--- src/plc_pkg.sv ---
// Shared types, codes and pulse table math for the priority LED controller.
package plc_pkg;

  // command codes
  localparam logic [1:0] CMD_REQUEST = 2'd0;
  localparam logic [1:0] CMD_RELEASE = 2'd1;
  localparam logic [1:0] CMD_TICK    = 2'd2;

  // pattern codes
  localparam logic [1:0] MODE_OFF   = 2'd0;
  localparam logic [1:0] MODE_SOLID = 2'd1;
  localparam logic [1:0] MODE_BLINK = 2'd2;
  localparam logic [1:0] MODE_PULSE = 2'd3;

  localparam int unsigned FIELD_PRIO_W = 4;
  localparam int unsigned DIV_W        = 32;
  localparam int unsigned DIVISOR_W    = 16;
  localparam int unsigned DIV_CNT_W    = 6;
  localparam int unsigned ROM_W        = 9;

  localparam logic [63:0] Q30_ONE     = 64'd1073741824;
  localparam logic [63:0] HALF_PI_Q30 = 64'd1686629713;

  typedef struct packed {
    logic [1:0]  cmd;
    logic [3:0]  prio;
    logic [1:0]  pattern;
    logic [7:0]  red_in;
    logic [7:0]  green_in;
    logic [7:0]  blue_in;
    logic [15:0] period_in;
    logic [31:0] duration_in;
  } in_word_t;

  typedef struct packed {
    logic       accepted;
    logic       timed_out;
    logic [7:0] red_drive;
    logic [7:0] green_drive;
    logic [7:0] blue_drive;
  } out_word_t;

  typedef struct packed {
    logic                 start;
    logic [DIV_CNT_W-1:0] steps;
  } div_req_t;

  // Raised-sine entry from the Q30 phase x of the quadrant, Taylor series to x^11.
  function automatic logic [ROM_W-1:0] sine_entry(input logic [63:0] x,
                                                  input logic [1:0]  quad);
    logic [63:0] x2;
    logic [63:0] t;
    logic [63:0] s;
    logic [63:0] mag;
    x2  = (x * x) >> 30;
    t   = Q30_ONE - x2 / 64'd110;
    t   = Q30_ONE - ((x2 * t) >> 30) / 64'd72;
    t   = Q30_ONE - ((x2 * t) >> 30) / 64'd42;
    t   = Q30_ONE - ((x2 * t) >> 30) / 64'd20;
    t   = Q30_ONE - ((x2 * t) >> 30) / 64'd6;
    s   = (x * t) >> 30;
    mag = (s * 64'd128 + (64'd1 << 29)) >> 30;
    if (mag > 64'd128) begin
      mag = 64'd128;
    end
    if (quad < 2'd2) begin
      return ROM_W'(64'd128 + mag);
    end
    return ROM_W'(64'd128 - mag);
  endfunction

endpackage

--- src/plc_div.sv ---
// Bit-serial restoring divider, one quotient bit per cycle, left-aligned dividend.
module plc_div (
  input  logic                           clk_i,
  input  logic                           rst_ni,
  input  plc_pkg::div_req_t              req_i,
  input  logic [plc_pkg::DIV_W-1:0]      dividend_i,
  input  logic [plc_pkg::DIVISOR_W-1:0]  divisor_i,
  output logic                           done_o,
  output logic [plc_pkg::DIV_W-1:0]      quotient_o,
  output logic [plc_pkg::DIVISOR_W-1:0]  remainder_o
);

  logic                              busy_q;
  logic                              done_q;
  logic [plc_pkg::DIV_CNT_W-1:0]     cnt_q;
  logic [plc_pkg::DIV_W-1:0]         quo_q;
  logic [plc_pkg::DIVISOR_W-1:0]     rem_q;
  logic [plc_pkg::DIVISOR_W-1:0]     dvs_q;
  logic [plc_pkg::DIVISOR_W:0]       trial;
  logic                              fits;

  assign trial = {rem_q, quo_q[plc_pkg::DIV_W-1]};
  assign fits  = trial >= {1'b0, dvs_q};

  always_ff @(posedge clk_i or negedge rst_ni) begin
    if (!rst_ni) begin
      busy_q <= 1'b0;
      done_q <= 1'b0;
      cnt_q  <= '0;
    end else begin
      done_q <= busy_q && (cnt_q == plc_pkg::DIV_CNT_W'(1));
      if (req_i.start) begin
        busy_q <= 1'b1;
        cnt_q  <= req_i.steps;
      end else if (busy_q) begin
        cnt_q <= cnt_q - plc_pkg::DIV_CNT_W'(1);
        if (cnt_q == plc_pkg::DIV_CNT_W'(1)) begin
          busy_q <= 1'b0;
        end
      end
    end
  end

  always_ff @(posedge clk_i) begin
    if (req_i.start) begin
      rem_q <= '0;
      quo_q <= dividend_i;
      dvs_q <= divisor_i;
    end else if (busy_q) begin
      // remainder stays below the divisor, so the difference fits
      rem_q <= fits ? plc_pkg::DIVISOR_W'(trial - {1'b0, dvs_q})
                    : trial[plc_pkg::DIVISOR_W-1:0];
      quo_q <= {quo_q[plc_pkg::DIV_W-2:0], fits};
    end
  end

  assign done_o      = done_q;
  assign quotient_o  = quo_q;
  assign remainder_o = rem_q;

endmodule

--- src/priority_led_pattern_controller_top.sv ---
// Top level of the priority LED pattern controller: owner state, sequencer, pulse table.
//
// Input channel (in_valid_i/in_ready_o, in_word_i) takes request, release and
// one-millisecond tick words; the output channel (out_valid_o/out_ready_i,
// out_word_o) returns exactly one word per input word, in order, carrying the
// accepted and timed_out flags and the LED drive after that word.
// One word is worked on at a time; in_ready_o is high only in the idle state.
// Request, release, unknown commands and ticks that time out or drive off or
// solid go straight from the idle state to the done state. A blink tick runs
// the serial divider for elapsed mod period. A pulse tick then runs it a
// second time for the table index (16 + clog2(SINE_STEPS+1) bits) and reads
// the registered sine table.
// The result sits in an output register, so the next word can be taken while
// a result waits; if the receiver stalls, the following result holds in the
// sequencer until the register frees up.
// Reset clears the owner to idle priority, mode off, colour, period, duration
// and elapsed count to zero, and the drive to off.
module priority_led_pattern_controller_top #(
  parameter int unsigned SINE_STEPS    = 256,
  parameter int unsigned PRIORITY_BITS = 4
) (
  input  logic               clk_i,
  input  logic               rst_ni,
  input  logic               in_valid_i,
  output logic               in_ready_o,
  input  plc_pkg::in_word_t  in_word_i,
  output logic               out_valid_o,
  input  logic               out_ready_i,
  output plc_pkg::out_word_t out_word_o
);

  localparam int unsigned HP_W  = (PRIORITY_BITS < plc_pkg::FIELD_PRIO_W) ?
                                  PRIORITY_BITS : plc_pkg::FIELD_PRIO_W;
  localparam int unsigned IDX_W = $clog2(SINE_STEPS);
  localparam int unsigned PROD_W = plc_pkg::DIVISOR_W + $clog2(SINE_STEPS + 1);

  localparam logic [2:0] ST_IDLE = 3'd0;
  localparam logic [2:0] ST_MOD  = 3'd1;
  localparam logic [2:0] ST_IDX  = 3'd2;
  localparam logic [2:0] ST_ROM  = 3'd3;
  localparam logic [2:0] ST_DONE = 3'd4;

  // pulse table, built at elaboration
  logic [plc_pkg::ROM_W-1:0] sine_rom [SINE_STEPS];

  for (genvar g = 0; g < SINE_STEPS; g++) begin : g_rom
    localparam longint unsigned TQ   = 4 * g;
    localparam longint unsigned QUAD = TQ / SINE_STEPS;
    localparam longint unsigned REM  = TQ % SINE_STEPS;
    localparam longint unsigned ARG  = (QUAD == 0 || QUAD == 2) ? REM : SINE_STEPS - REM;
    localparam longint unsigned XQ   = (longint'(plc_pkg::HALF_PI_Q30) * ARG) / SINE_STEPS;
    assign sine_rom[g] = plc_pkg::sine_entry(64'(XQ), 2'(QUAD));
  end

  logic [2:0]                state_q, state_d;
  logic [HP_W-1:0]           prio_q;
  logic [1:0]                mode_q;
  logic [7:0]                red_q, green_q, blue_q;
  logic [15:0]               period_q;
  logic [31:0]               duration_q;
  logic [31:0]               elapsed_q;
  logic [7:0]                drv_r_q, drv_g_q, drv_b_q;
  logic                      acc_q, tmo_q;
  logic                      out_valid_q;
  plc_pkg::out_word_t        out_q;
  logic [plc_pkg::ROM_W-1:0] rom_q;

  logic                      in_fire;
  logic                      out_free;
  logic [HP_W-1:0]           in_prio;
  logic [31:0]               elapsed_inc;
  logic                      timeout;
  logic                      needs_div;
  logic [31:0]               idx_prod;
  plc_pkg::div_req_t         div_req;
  logic [plc_pkg::DIV_W-1:0] div_dividend;
  logic                      div_done;
  logic [plc_pkg::DIV_W-1:0] div_quo;
  logic [plc_pkg::DIVISOR_W-1:0] div_rem;
  logic [16:0]               pr, pg, pb;

  assign in_ready_o  = state_q == ST_IDLE;
  assign in_fire     = in_valid_i && in_ready_o;
  assign out_free    = !out_valid_q || out_ready_i;
  assign in_prio     = in_word_i.prio[HP_W-1:0];
  assign elapsed_inc = (elapsed_q == '1) ? elapsed_q : elapsed_q + 32'd1;
  assign timeout     = (duration_q != '0) && (elapsed_inc >= duration_q);
  assign needs_div   = !timeout && (period_q != '0) &&
                       (mode_q == plc_pkg::MODE_BLINK || mode_q == plc_pkg::MODE_PULSE);
  assign idx_prod    = 32'(div_rem) * 32'(SINE_STEPS);

  // start the divider on a blink or pulse tick word, then once more for the pulse index
  always_comb begin
    div_req.start = 1'b0;
    div_req.steps = plc_pkg::DIV_CNT_W'(plc_pkg::DIV_W);
    div_dividend  = elapsed_inc;
    if (in_fire && in_word_i.cmd == plc_pkg::CMD_TICK && needs_div) begin
      div_req.start = 1'b1;
    end else if (state_q == ST_MOD && div_done && mode_q == plc_pkg::MODE_PULSE) begin
      div_req.start = 1'b1;
      div_req.steps = plc_pkg::DIV_CNT_W'(PROD_W);
      div_dividend  = idx_prod << (plc_pkg::DIV_W - PROD_W);
    end
  end

  plc_div u_div (
    .clk_i      (clk_i),
    .rst_ni     (rst_ni),
    .req_i      (div_req),
    .dividend_i (div_dividend),
    .divisor_i  (period_q),
    .done_o     (div_done),
    .quotient_o (div_quo),
    .remainder_o(div_rem)
  );

  assign pr = 17'(red_q)   * 17'(rom_q);
  assign pg = 17'(green_q) * 17'(rom_q);
  assign pb = 17'(blue_q)  * 17'(rom_q);

  always_comb begin
    state_d = state_q;
    unique case (state_q)
      ST_IDLE: begin
        if (in_fire) begin
          state_d = (in_word_i.cmd == plc_pkg::CMD_TICK && needs_div) ? ST_MOD : ST_DONE;
        end
      end
      ST_MOD: begin
        if (div_done) begin
          state_d = (mode_q == plc_pkg::MODE_PULSE) ? ST_IDX : ST_DONE;
        end
      end
      ST_IDX: begin
        if (div_done) begin
          state_d = ST_ROM;
        end
      end
      ST_ROM:  state_d = ST_DONE;
      ST_DONE: begin
        if (out_free) begin
          state_d = ST_IDLE;
        end
      end
      default: state_d = ST_IDLE;
    endcase
  end

  always_ff @(posedge clk_i or negedge rst_ni) begin
    if (!rst_ni) begin
      state_q     <= ST_IDLE;
      prio_q      <= '0;
      mode_q      <= plc_pkg::MODE_OFF;
      red_q       <= '0;
      green_q     <= '0;
      blue_q      <= '0;
      period_q    <= '0;
      duration_q  <= '0;
      elapsed_q   <= '0;
      drv_r_q     <= '0;
      drv_g_q     <= '0;
      drv_b_q     <= '0;
      acc_q       <= 1'b0;
      tmo_q       <= 1'b0;
      out_valid_q <= 1'b0;
    end else begin
      state_q <= state_d;
      if (state_q == ST_DONE && out_free) begin
        out_valid_q <= 1'b1;
      end else if (out_ready_i) begin
        out_valid_q <= 1'b0;
      end
      unique case (state_q)
        ST_IDLE: begin
          if (in_fire) begin
            acc_q <= (in_word_i.cmd == plc_pkg::CMD_REQUEST) && (in_prio >= prio_q);
            tmo_q <= (in_word_i.cmd == plc_pkg::CMD_TICK) && timeout;
            case (in_word_i.cmd)
              plc_pkg::CMD_REQUEST: begin
                if (in_prio >= prio_q) begin
                  prio_q     <= in_prio;
                  mode_q     <= in_word_i.pattern;
                  red_q      <= in_word_i.red_in;
                  green_q    <= in_word_i.green_in;
                  blue_q     <= in_word_i.blue_in;
                  period_q   <= in_word_i.period_in;
                  duration_q <= in_word_i.duration_in;
                  elapsed_q  <= '0;
                end
              end
              plc_pkg::CMD_RELEASE: begin
                if (in_prio == prio_q) begin
                  prio_q  <= '0;
                  mode_q  <= plc_pkg::MODE_OFF;
                  drv_r_q <= '0;
                  drv_g_q <= '0;
                  drv_b_q <= '0;
                end
              end
              plc_pkg::CMD_TICK: begin
                elapsed_q <= elapsed_inc;
                if (timeout) begin
                  prio_q  <= '0;
                  mode_q  <= plc_pkg::MODE_OFF;
                  drv_r_q <= '0;
                  drv_g_q <= '0;
                  drv_b_q <= '0;
                end else if (mode_q == plc_pkg::MODE_SOLID) begin
                  drv_r_q <= red_q;
                  drv_g_q <= green_q;
                  drv_b_q <= blue_q;
                end else if (!needs_div) begin
                  // off mode, or blink/pulse with a zero period
                  drv_r_q <= '0;
                  drv_g_q <= '0;
                  drv_b_q <= '0;
                end
              end
              default: ;
            endcase
          end
        end
        ST_MOD: begin
          if (div_done && mode_q == plc_pkg::MODE_BLINK) begin
            // lit for the first half of each period
            if (div_rem < (period_q >> 1)) begin
              drv_r_q <= red_q;
              drv_g_q <= green_q;
              drv_b_q <= blue_q;
            end else begin
              drv_r_q <= '0;
              drv_g_q <= '0;
              drv_b_q <= '0;
            end
          end
        end
        ST_IDX: ;
        ST_ROM: begin
          drv_r_q <= pr[15:8];
          drv_g_q <= pg[15:8];
          drv_b_q <= pb[15:8];
        end
        ST_DONE: ;
        default: ;
      endcase
    end
  end

  // payload registers
  always_ff @(posedge clk_i) begin
    if (state_q == ST_IDX && div_done) begin
      rom_q <= sine_rom[div_quo[IDX_W-1:0]];
    end
    if (state_q == ST_DONE && out_free) begin
      out_q.accepted    <= acc_q;
      out_q.timed_out   <= tmo_q;
      out_q.red_drive   <= drv_r_q;
      out_q.green_drive <= drv_g_q;
      out_q.blue_drive  <= drv_b_q;
    end
  end

  assign out_valid_o = out_valid_q;
  assign out_word_o  = out_q;

endmodule

--- config.mk ---
export PLATFORM = sky130hd
export DESIGN_NAME = priority_led_pattern_controller_top
export DESIGN_NICKNAME = d
export VERILOG_FILES = /design/src/plc_pkg.sv /design/src/plc_div.sv /design/src/priority_led_pattern_controller_top.sv
export SDC_FILE = /design/constraint.sdc
export NUM_CORES = 1
export LEC_CHECK = 0
export BUFFER_PORTS_ARGS = -buffer_cell sky130_fd_sc_hd__buf_4
export CORE_MARGIN = 2
export CORE_UTILIZATION = 60
export CTS_BUF_LIST = sky130_fd_sc_hd__clkbuf_4
export CTS_CLUSTER_DIAMETER = 120
export DETAILED_ROUTE_END_ITERATION = 10
export GPL_ROUTABILITY_DRIVEN = 1
export MAX_ROUTING_LAYER = met4
export PLACE_DENSITY = 0.78
export REMOVE_ABC_BUFFERS = 1
export SETUP_SLACK_MARGIN = 0.4
export SLEW_MARGIN = 20
export SYNTH_ARGS = -nofsm -noshare
export SYNTH_HDL_FRONTEND = slang
export SYNTH_SLANG_ARGS = --single-unit
--- constraint.sdc ---
create_clock -name clk_i -period 5.7 [get_ports clk_i]
set_clock_uncertainty 0.15 [all_clocks]
set_input_delay 0.57 -clock clk_i [delete_from_list [all_inputs] [get_ports clk_i]]
set_output_delay 0.57 -clock clk_i [all_outputs]
set_load 0.01 [all_outputs]
# Word level (Yosys, flattened, before mapping)

Memories as Yosys holds them, arrays and structs flattened. A register that Yosys moved wholly into a read port is not among the register bits.
Cells that the tools add are included.

Output and inout port bits: 28
Bits in registers: 238
Memories kept: 1
Bits in read-only memories: 2304
Word-level logic and storage cells: 151
Bits of input ports: 84

Mux-type cells: 56
Add/sub/neg operators: 3
Multiply operators: 3
Reductions and logical operators: 34
Eq/ne operators: 23
Bitwise logic cells: 1
Order comparisons: 4

Memories:

| name             | depth | width | read ports | clocked after memory_dff | wr ports | RTL line                                   | RTL |
|---|---|---|---|---|---|---|---|
| (name not given) | 256   | 9     | 1          | 1                        | 0        | priority_led_pattern_controller_top.sv:252 | `rom_q <= sine_rom[div_quo[IDX_W-1:0]];` |

Operator list:

| kind                                           | count |
|---|---|
| 2-to-1 mux 32 bit                              | 6 |
| 2-to-1 mux 8 bit                               | 17 |
| one-hot mux 8 bit (3 select lines)             | 3 |
| one-hot mux 32 bit (2 select lines)            | 1 |
| multiplier 8 x 9 -> 16 bit                     | 3 |
| one-hot mux 8 bit (2 select lines)             | 3 |
| adder 32 x 1 -> 32 bit (second input constant) | 1 |
| equality test 32 bit (second input constant)   | 1 |
| >= comparator 32 bit                           | 1 |
| nonzero test 32 bit                            | 1 |
| 2-to-1 mux 3 bit                               | 6 |
| 2-to-1 mux 6 bit                               | 3 |
| >= comparator 17 x 16 -> 1 bit                 | 1 |
| < comparator 16 x 15 -> 1 bit                  | 1 |
| 2-to-1 mux 16 bit                              | 1 |
| nonzero test 16 bit                            | 1 |
| subtractor 16 bit                              | 1 |
| logical AND 1 bit                              | 15 |
| one-hot mux 3 bit (5 select lines)             | 1 |
| 2-to-1 mux 4 bit                               | 3 |
| one-hot mux 4 bit (3 select lines)             | 1 |
| AND reduction 4 bit                            | 3 |
| AND reduction 6 bit                            | 2 |
| != test 2 x 1 -> 1 bit (second input constant) | 5 |
| other kinds (25)                               | 43 |

# Logic depth before layout (Yosys ltp)

Depth in word-level cells: 13
Gate-level depth with buffers: 21
Gate-level depth less buffers: 19

# By module

From an unflattened synthesis, not the netlist that was laid out.

Cells, all modules: 2392
Area, all modules: 21177.8 um2

Modules (own cells, without submodules):

| module                              | instances | cells an instance | seq. area each (um2) | area an instance (um2) |
|---|---|---|---|---|
| priority_led_pattern_controller_top | 1         | 2068              | 4554.4               | 17356.6 |
| plc_div                             | 1         | 324               | 1961.9               | 3821.2 |

# Least setup slack after synthesis

OpenSTA, ideal clock, no wires.

Path kind: register to register
Start point: register elapsed_q[14]
End point: register u_div.quo_q, in the netlist u_div.quotient_o[0] (enable)
Required time: 5.161 ns
Path buffers: 2
Setup slack: 0.461 ns
Period minus slack after synthesis: 5.239 ns
Arrival time: 4.700 ns
Setup time: 0.389 ns
Cell stages (with the launch flop): 19
Cell sequence: dfrtp_1 > and4_1 > nand4_4 > or3_1 > or3b_1 > nor2_1 > xnor2_1 > inv_1 > ha_1 > nand4_1 > nor4_1 > a221o_1 > a211o_1 > a22oi_4 > nand4_2 > and2_1 > buf_2 > buf_6 > nand2_1

Cells in the longest elaborated chain, start to end: 10
Elaborated cells between the ends (all ways): 11
Classes of those cells: add/sub: 1; order compare: 1; eq/ne: 1; mux: 2; reduce/logical: 6

Ends and longest elaborated chain:

| what                                                                  | RTL line                                   | RTL |
|---|---|---|
| from (decl)                                                           | priority_led_pattern_controller_top.sv:61  | `logic [31:0] elapsed_q;` |
| from (signal assigned)                                                | priority_led_pattern_controller_top.sv:201 | `elapsed_q <= elapsed_inc;` |
| adder 32 x 1 -> 32 bit / equality test 32 bit (equally long branches) | priority_led_pattern_controller_top.sv:86  | `assign elapsed_inc = (elapsed_q == '1) ? elapsed_q : elapsed_q + 32'd1;` |
| 2-to-1 mux 32 bit (*)                                                 | priority_led_pattern_controller_top.sv:86  |  |
| >= comparator 32 bit (*)                                              | priority_led_pattern_controller_top.sv:87  | `assign timeout = (duration_q != '0) && (elapsed_inc >= duration_q);` |
| logical AND 1 bit (*)                                                 | priority_led_pattern_controller_top.sv:87  |  |
| zero test 1 bit (*)                                                   | priority_led_pattern_controller_top.sv:88  | `assign needs_div = !timeout && (period_q != '0) &&` |
| logical AND 1 bit (*) (2 in a row)                                    | priority_led_pattern_controller_top.sv:88  |  |
| logical AND 1 bit (*)                                                 | priority_led_pattern_controller_top.sv:97  | `if (in_fire && in_word_i.cmd == plc_pkg::CMD_TICK && needs_div) begin` |
| 2-to-1 mux 1 bit (*)                                                  | priority_led_pattern_controller_top.sv:97  |  |
| nonzero test 2 bit (no source line) (*)                               | -                                          |  |
| to (signal assigned)                                                  | plc_div.sv:47                              | `quo_q <= dividend_i;` |
| to (signal assigned)                                                  | plc_div.sv:53                              | `quo_q <= {quo_q[plc_pkg::DIV_W-2:0], fits};` |
| to (decl)                                                             | plc_div.sv:16                              | `logic [plc_pkg::DIV_W-1:0] quo_q;` |

Mark *: on every way between the ends. The rest lies on a longest branch, timed or not.
A chain may end at the register's enable or synchronous reset.

# Final worst setup path

Start point: register rom_q[3] in the netlist's numbering
End point: register drv_r_q[7]

Cells in the longest elaborated chain, start to end: 2

Ends and longest elaborated chain:

| what                               | RTL line                                   | RTL |
|---|---|---|
| from (decl)                        | priority_led_pattern_controller_top.sv:66  | `logic [plc_pkg::ROM_W-1:0] rom_q;` |
| multiplier 8 x 9 -> 16 bit         | priority_led_pattern_controller_top.sv:117 | `assign pr = 17'(red_q) * 17'(rom_q);` |
| one-hot mux 8 bit (3 select lines) | priority_led_pattern_controller_top.sv:173 | `unique case (state_q)` |
| to (signal assigned)               | priority_led_pattern_controller_top.sv:209 | `drv_r_q <= red_q;` |
| to (signal assigned)               | priority_led_pattern_controller_top.sv:227 | `drv_r_q <= red_q;` |
| to (signal assigned)               | priority_led_pattern_controller_top.sv:239 | `drv_r_q <= pr[15:8];` |
| to (decl)                          | priority_led_pattern_controller_top.sv:62  | `logic [7:0] drv_r_q, drv_g_q, drv_b_q;` |

No other way between the ends.

==> metrics.csv <==
stage;metric;value;unit
logic_synthesis;post-synthesis mux area share;2.91;%
routing;DRT Pass-1 Iters;6;
logic_synthesis;xor and xnor fraction of the mapped netlist area;3.39;%
status;outcome;completed;
global_route;antenna violations before repair;1;
logic_synthesis;top cells by area, synth;sky130_fd_sc_hd__dfrtp_1 18%, sky130_fd_sc_hd__edfxtp_1 12%, sky130_fd_sc_hd__fa_1 12%;
timing;Fmax;194;MHz
setup_path;Req. time, crit path;6.20;ns
setup_path;Worst path top cell family by delay;adder cells;
logic_synthesis;Synthesis Warnings;0;
min_path;Min-Delay Path Class;input pin to asynchronous set/reset pin;
clocking;CTS tree;yes;
setup_path;data arrival time of the critical path;5.65;ns
final_layout;commonest cells after routing, fill and taps aside;346 x sky130_fd_sc_hd__nand2_1, 285 x sky130_fd_sc_hd__inv_1, 182 x sky130_fd_sc_hd__ha_1;
setup_path;slowest stage cell on the critical path;sky130_fd_sc_hd__fa_1;
logic_synthesis;cell accounting for the most synthesized area;sky130_fd_sc_hd__dfrtp_1;
final_layout;relative area change from synthesis to final layout;15.7;%
final_layout;layout net count;2935;
logic_synthesis;adder and majority gate portion of the synthesized area;22.6;%
placed_design;gp weighted congestion;0.933;
timing;hold violation total from the final report;0;
final_layout;Fill cells;2569;
logic_synthesis;share of the yosys chip area belonging to registers;31.1;%
timing;measured slew at the worst slew-check pin;0.986;ns
routing;remaining number of nets flagged by the antenna check after routing;0;
clocking;count of H-tree levels built during CTS;3;
logic_synthesis;share of flip-flops with an asynchronous set or reset;59.9;%
floorplan;horizontal die dimension;191;um
logic_synthesis;leading register cell type out of synthesis;sky130_fd_sc_hd__dfrtp_1;
setup_path;worst flop-to-flop path startpoint;rom_q[3];
routing;DRC violation count after routing;0;
timing;final-report setup violation count;0;
clocking;buffer depth of the longest clock path;3;
setup_path;Worst Path Max Fanout;9;
placed_design;half-perimeter wire length after detailed placement;38.5;mm
setup_path;critical path launch point type;register;
floorplan;vertical die dimension;191;um
timing;RSZ-0062 raised after global routing;yes;
global_route;via count of the first global-routing pass;17547;
global_route;total track usage;31.9;%
timing;final setup margin;0.547;ns
flow_run;reported max-cap violation count;0;
logic_synthesis;flip-flop and latch count after synthesis;247;
floorplan;placeable core region;34500;um2
routing;Post-Route WL;55.6;mm
placed_design;placed cell area;22100;um2
logic_synthesis;basic-gate share of the synthesized area counting and, or, nand and nor cells;18.0;%
pwr;PnR Total Power;14.9;mW
floorplan;number of top-level pins;112;
logic_synthesis;number of flops mapped to enable cells by yosys;83;
setup_path;cell breakdown of the critical path;buf_4 > nand2_1 > fa_1 > fa_1 > inv_1 > fa_1 > fa_1 > ha_1 > a2111oi_2 > o21a_1 > o211ai_1 > a31o_2 > a21oi_1 > xnor2_1 > a22oi_1 > mux2i_1;
placed_design;total instance count after detailed placement;2819;
pwr;Gate power share;65.5;%
timing;number of max-slew violations in the final report;0;
final_layout;layout cell share with drive strength beyond 1;13.9;%
setup_path;source of the critical timing path;rom_q[3];
timing;final critical-path share of the clock period;90.4;%
global_route;pin count of the biggest net entering global routing;119;
clocking;clock transition time at the flip-flop clock pins of the worst setup and hold paths;0.08;ns
pwr;internal portion of total power;7.76;mW
logic_synthesis;Unique masters post-synth;87;
routing;Routed wire per std cell;18.2;um
logic_synthesis;number of cells produced by synthesis;2350;
global_route;first-pass GRT wire length;89.5;mm
setup_path;largest stage delay on the critical path;0.54;ns
pwr;sequential power share;23.0;%
routing;total vias in the final route;17965;
setup_path;Worst Setup End Kind;register;
clocking;CTS Buf Count;71;
pwr;net switching power;7.16;mW
clocking;Root Buffer Master;sky130_fd_sc_hd__clkbuf_4;
floorplan;count of standard-cell rows;68;
timing;aggregate negative setup slack;0;ns
setup_path;Worst Path Class, Setup;register to register;
pwr;switching power share of the total;48.0;%
setup_path;cell with the most instances on the worst path;sky130_fd_sc_hd__fa_1;
logic_synthesis;post-synthesis area per instance;8.91;um2
floorplan;die area;36400;um2
pwr;clock power share;11.6;%
clocking;clk_lat worst skew;0.79;ns
routing;Starting DRT DRC Count;1600;
clocking;number of clock sinks seen by CTS;247;
pwr;leakage power of the design;11.5;nW
global_route;GRT Residual Overflow;0;
pwr;Power Density;616;nW/um2
floorplan;Initial Util;60.7;%
timing;shortest clock period the worst path allows after layout;5.15;ns
logic_synthesis;fraction of synthesized cell area taken by the top area cell type;17.7;%
logic_synthesis;netlist area before placement;20900;um2
timing;normalized max-slew margin;34.3;%
logic_synthesis;largest family of logic cells by synthesized area;adder cells;
final_layout;number of standard cells in the layout, taps in and fillers out;3060;
setup_path;count of buffer and inverter cells on the critical path;2;
final_layout;total non-filler cell area in the finished layout;24200;um2
placed_design;worst setup slack after placement;0.107;ns
final_layout;most common cell after layout, fill and taps aside;sky130_fd_sc_hd__nand2_1;
routing;detailed-route vias per instance;5.87;
placed_design;# port buffers;111;
logic_synthesis;synthesized-area fraction occupied by ao, oa, aoi and oai cells;14.2;%
pwr;maximum vdd ir drop;0.455;mV
==> cells in the mapped netlist (all sizes together), types with 19 or more instances <==
cell / number
xnor2: 55
mux2i: 20
ha: 184
nand3: 75
o21ai: 158
nand4: 19
nor2b: 20
mux2: 25
nor2: 118
buf: 23
dfrtp: 148
clkbuf: 112
and2: 101
edfxtp: 83
xor2: 26
nor3: 25
inv: 286
a211oi: 27
nand2: 346
a21oi: 98
fa: 121
nand2b: 25
==> final timing paths <==
path	to	slack (ns)	depth (start not counted)
worst min register to register	u_div.dvs_q[15]	0.28	0
worst max register to register	drv_r_q[7]	0.55	16
min in group clk_i	prio_q[0]	0.10	3
worst min-delay path	green_q[4]	0.08	2
max in group asynchronous	red_q[7]	4.29	3
worst max-delay path	drv_r_q[7]	0.55	16
==> per-layer routing <==
layer	up-vias	routed length (um)	global-route usage, %
li1	8382	-	-
met1	8638	23300	42.3
met2	804	26200	49.7
met3	141	4350	5.02
met4	0	1790	11.9
met5	-	0	-
==> repair_timing <==
item	CTS	global route
gates resized for setup	5	25
hold buffers	79	0
endpoints found under the hold margin	179	0
pin swaps	0	7
setup buffers	12	17
endpoints found under the setup margin	77	117
==> cell type report <==
cell class / count / area [um2] / area share (%)
flip-flops and latches: 247 / 6530 / 26.9
clock buffers: 105 / 788 / 3.25
diodes: 1 / 2.50 / 0.0103
inverters: 288 / 1080 / 4.47
well taps: 455 / 569 / 2.35
multi-input cells: 1680 / 12900 / 53.2
clock inverters: 26 / 143 / 0.589
repair buffers: 258 / 2220 / 9.18
==> registers in the layout, summed over array words and instances (netlist names), 9 cells and up <==
| signal | flops |
|---|---|
| u_div.quotient_o | 32 |
| out_word_o | 26 |
| period_q | 16 |
| duration_q | 32 |
| u_div.dvs_q | 16 |
| rom_q | 9 |
| u_div.remainder_o | 16 |
| elapsed_q | 32 |
==> worst reg2reg max path: stages, from the launching register on <==
cell                        delay [ns]
sky130_fd_sc_hd__edfxtp_1         0.51
sky130_fd_sc_hd__buf_4            0.25
sky130_fd_sc_hd__nand2_1          0.10
sky130_fd_sc_hd__fa_1             0.54
sky130_fd_sc_hd__fa_1             0.49
sky130_fd_sc_hd__inv_1            0.05
sky130_fd_sc_hd__fa_1             0.50
sky130_fd_sc_hd__fa_1             0.49
sky130_fd_sc_hd__ha_1             0.25
sky130_fd_sc_hd__a2111oi_2        0.42
sky130_fd_sc_hd__o21a_1           0.25
sky130_fd_sc_hd__o211ai_1         0.18
sky130_fd_sc_hd__a31o_2           0.29
sky130_fd_sc_hd__a21oi_1          0.17
sky130_fd_sc_hd__xnor2_1          0.16
sky130_fd_sc_hd__a22oi_1          0.09
sky130_fd_sc_hd__mux2i_1          0.15
==> cell families (layout without fill, tap and decap cells) <==
kind of cell	Yosys count	in the layout
AO/OA/AOI/OAI	451	451
XOR/XNOR	81	81
adder cells (fa/ha/maj)	305	305
buffers and inverters	423	677
flip-flops	247	247
multiplexers	48	48
other	0	1
AND/OR/NAND/NOR	795	795
==> stage by stage <==
stage               util (%)  hold slack [ns]
detailed placement      64.1            0.283
floorplan                  -            0.124
finish                  70.3           0.0807
global placement        64.1            0.280
global route            70.3           0.0612
CTS                     69.5           0.0207
==> power groups by stage <==
stage	sequential (mW)	clock [mW]	combinational, mW
6_report	3.43	1.73	9.76
5_1_grt	3.50	1.86	11.0
4_1_cts	3.39	1.76	9.35
3_5_place_dp	3.42	0	9.15
3_3_place_gp	3.39	0	8.83
2_1_floorplan	3.26	0	6.91
Note: power is estimated with default switching activity, not from simulation.
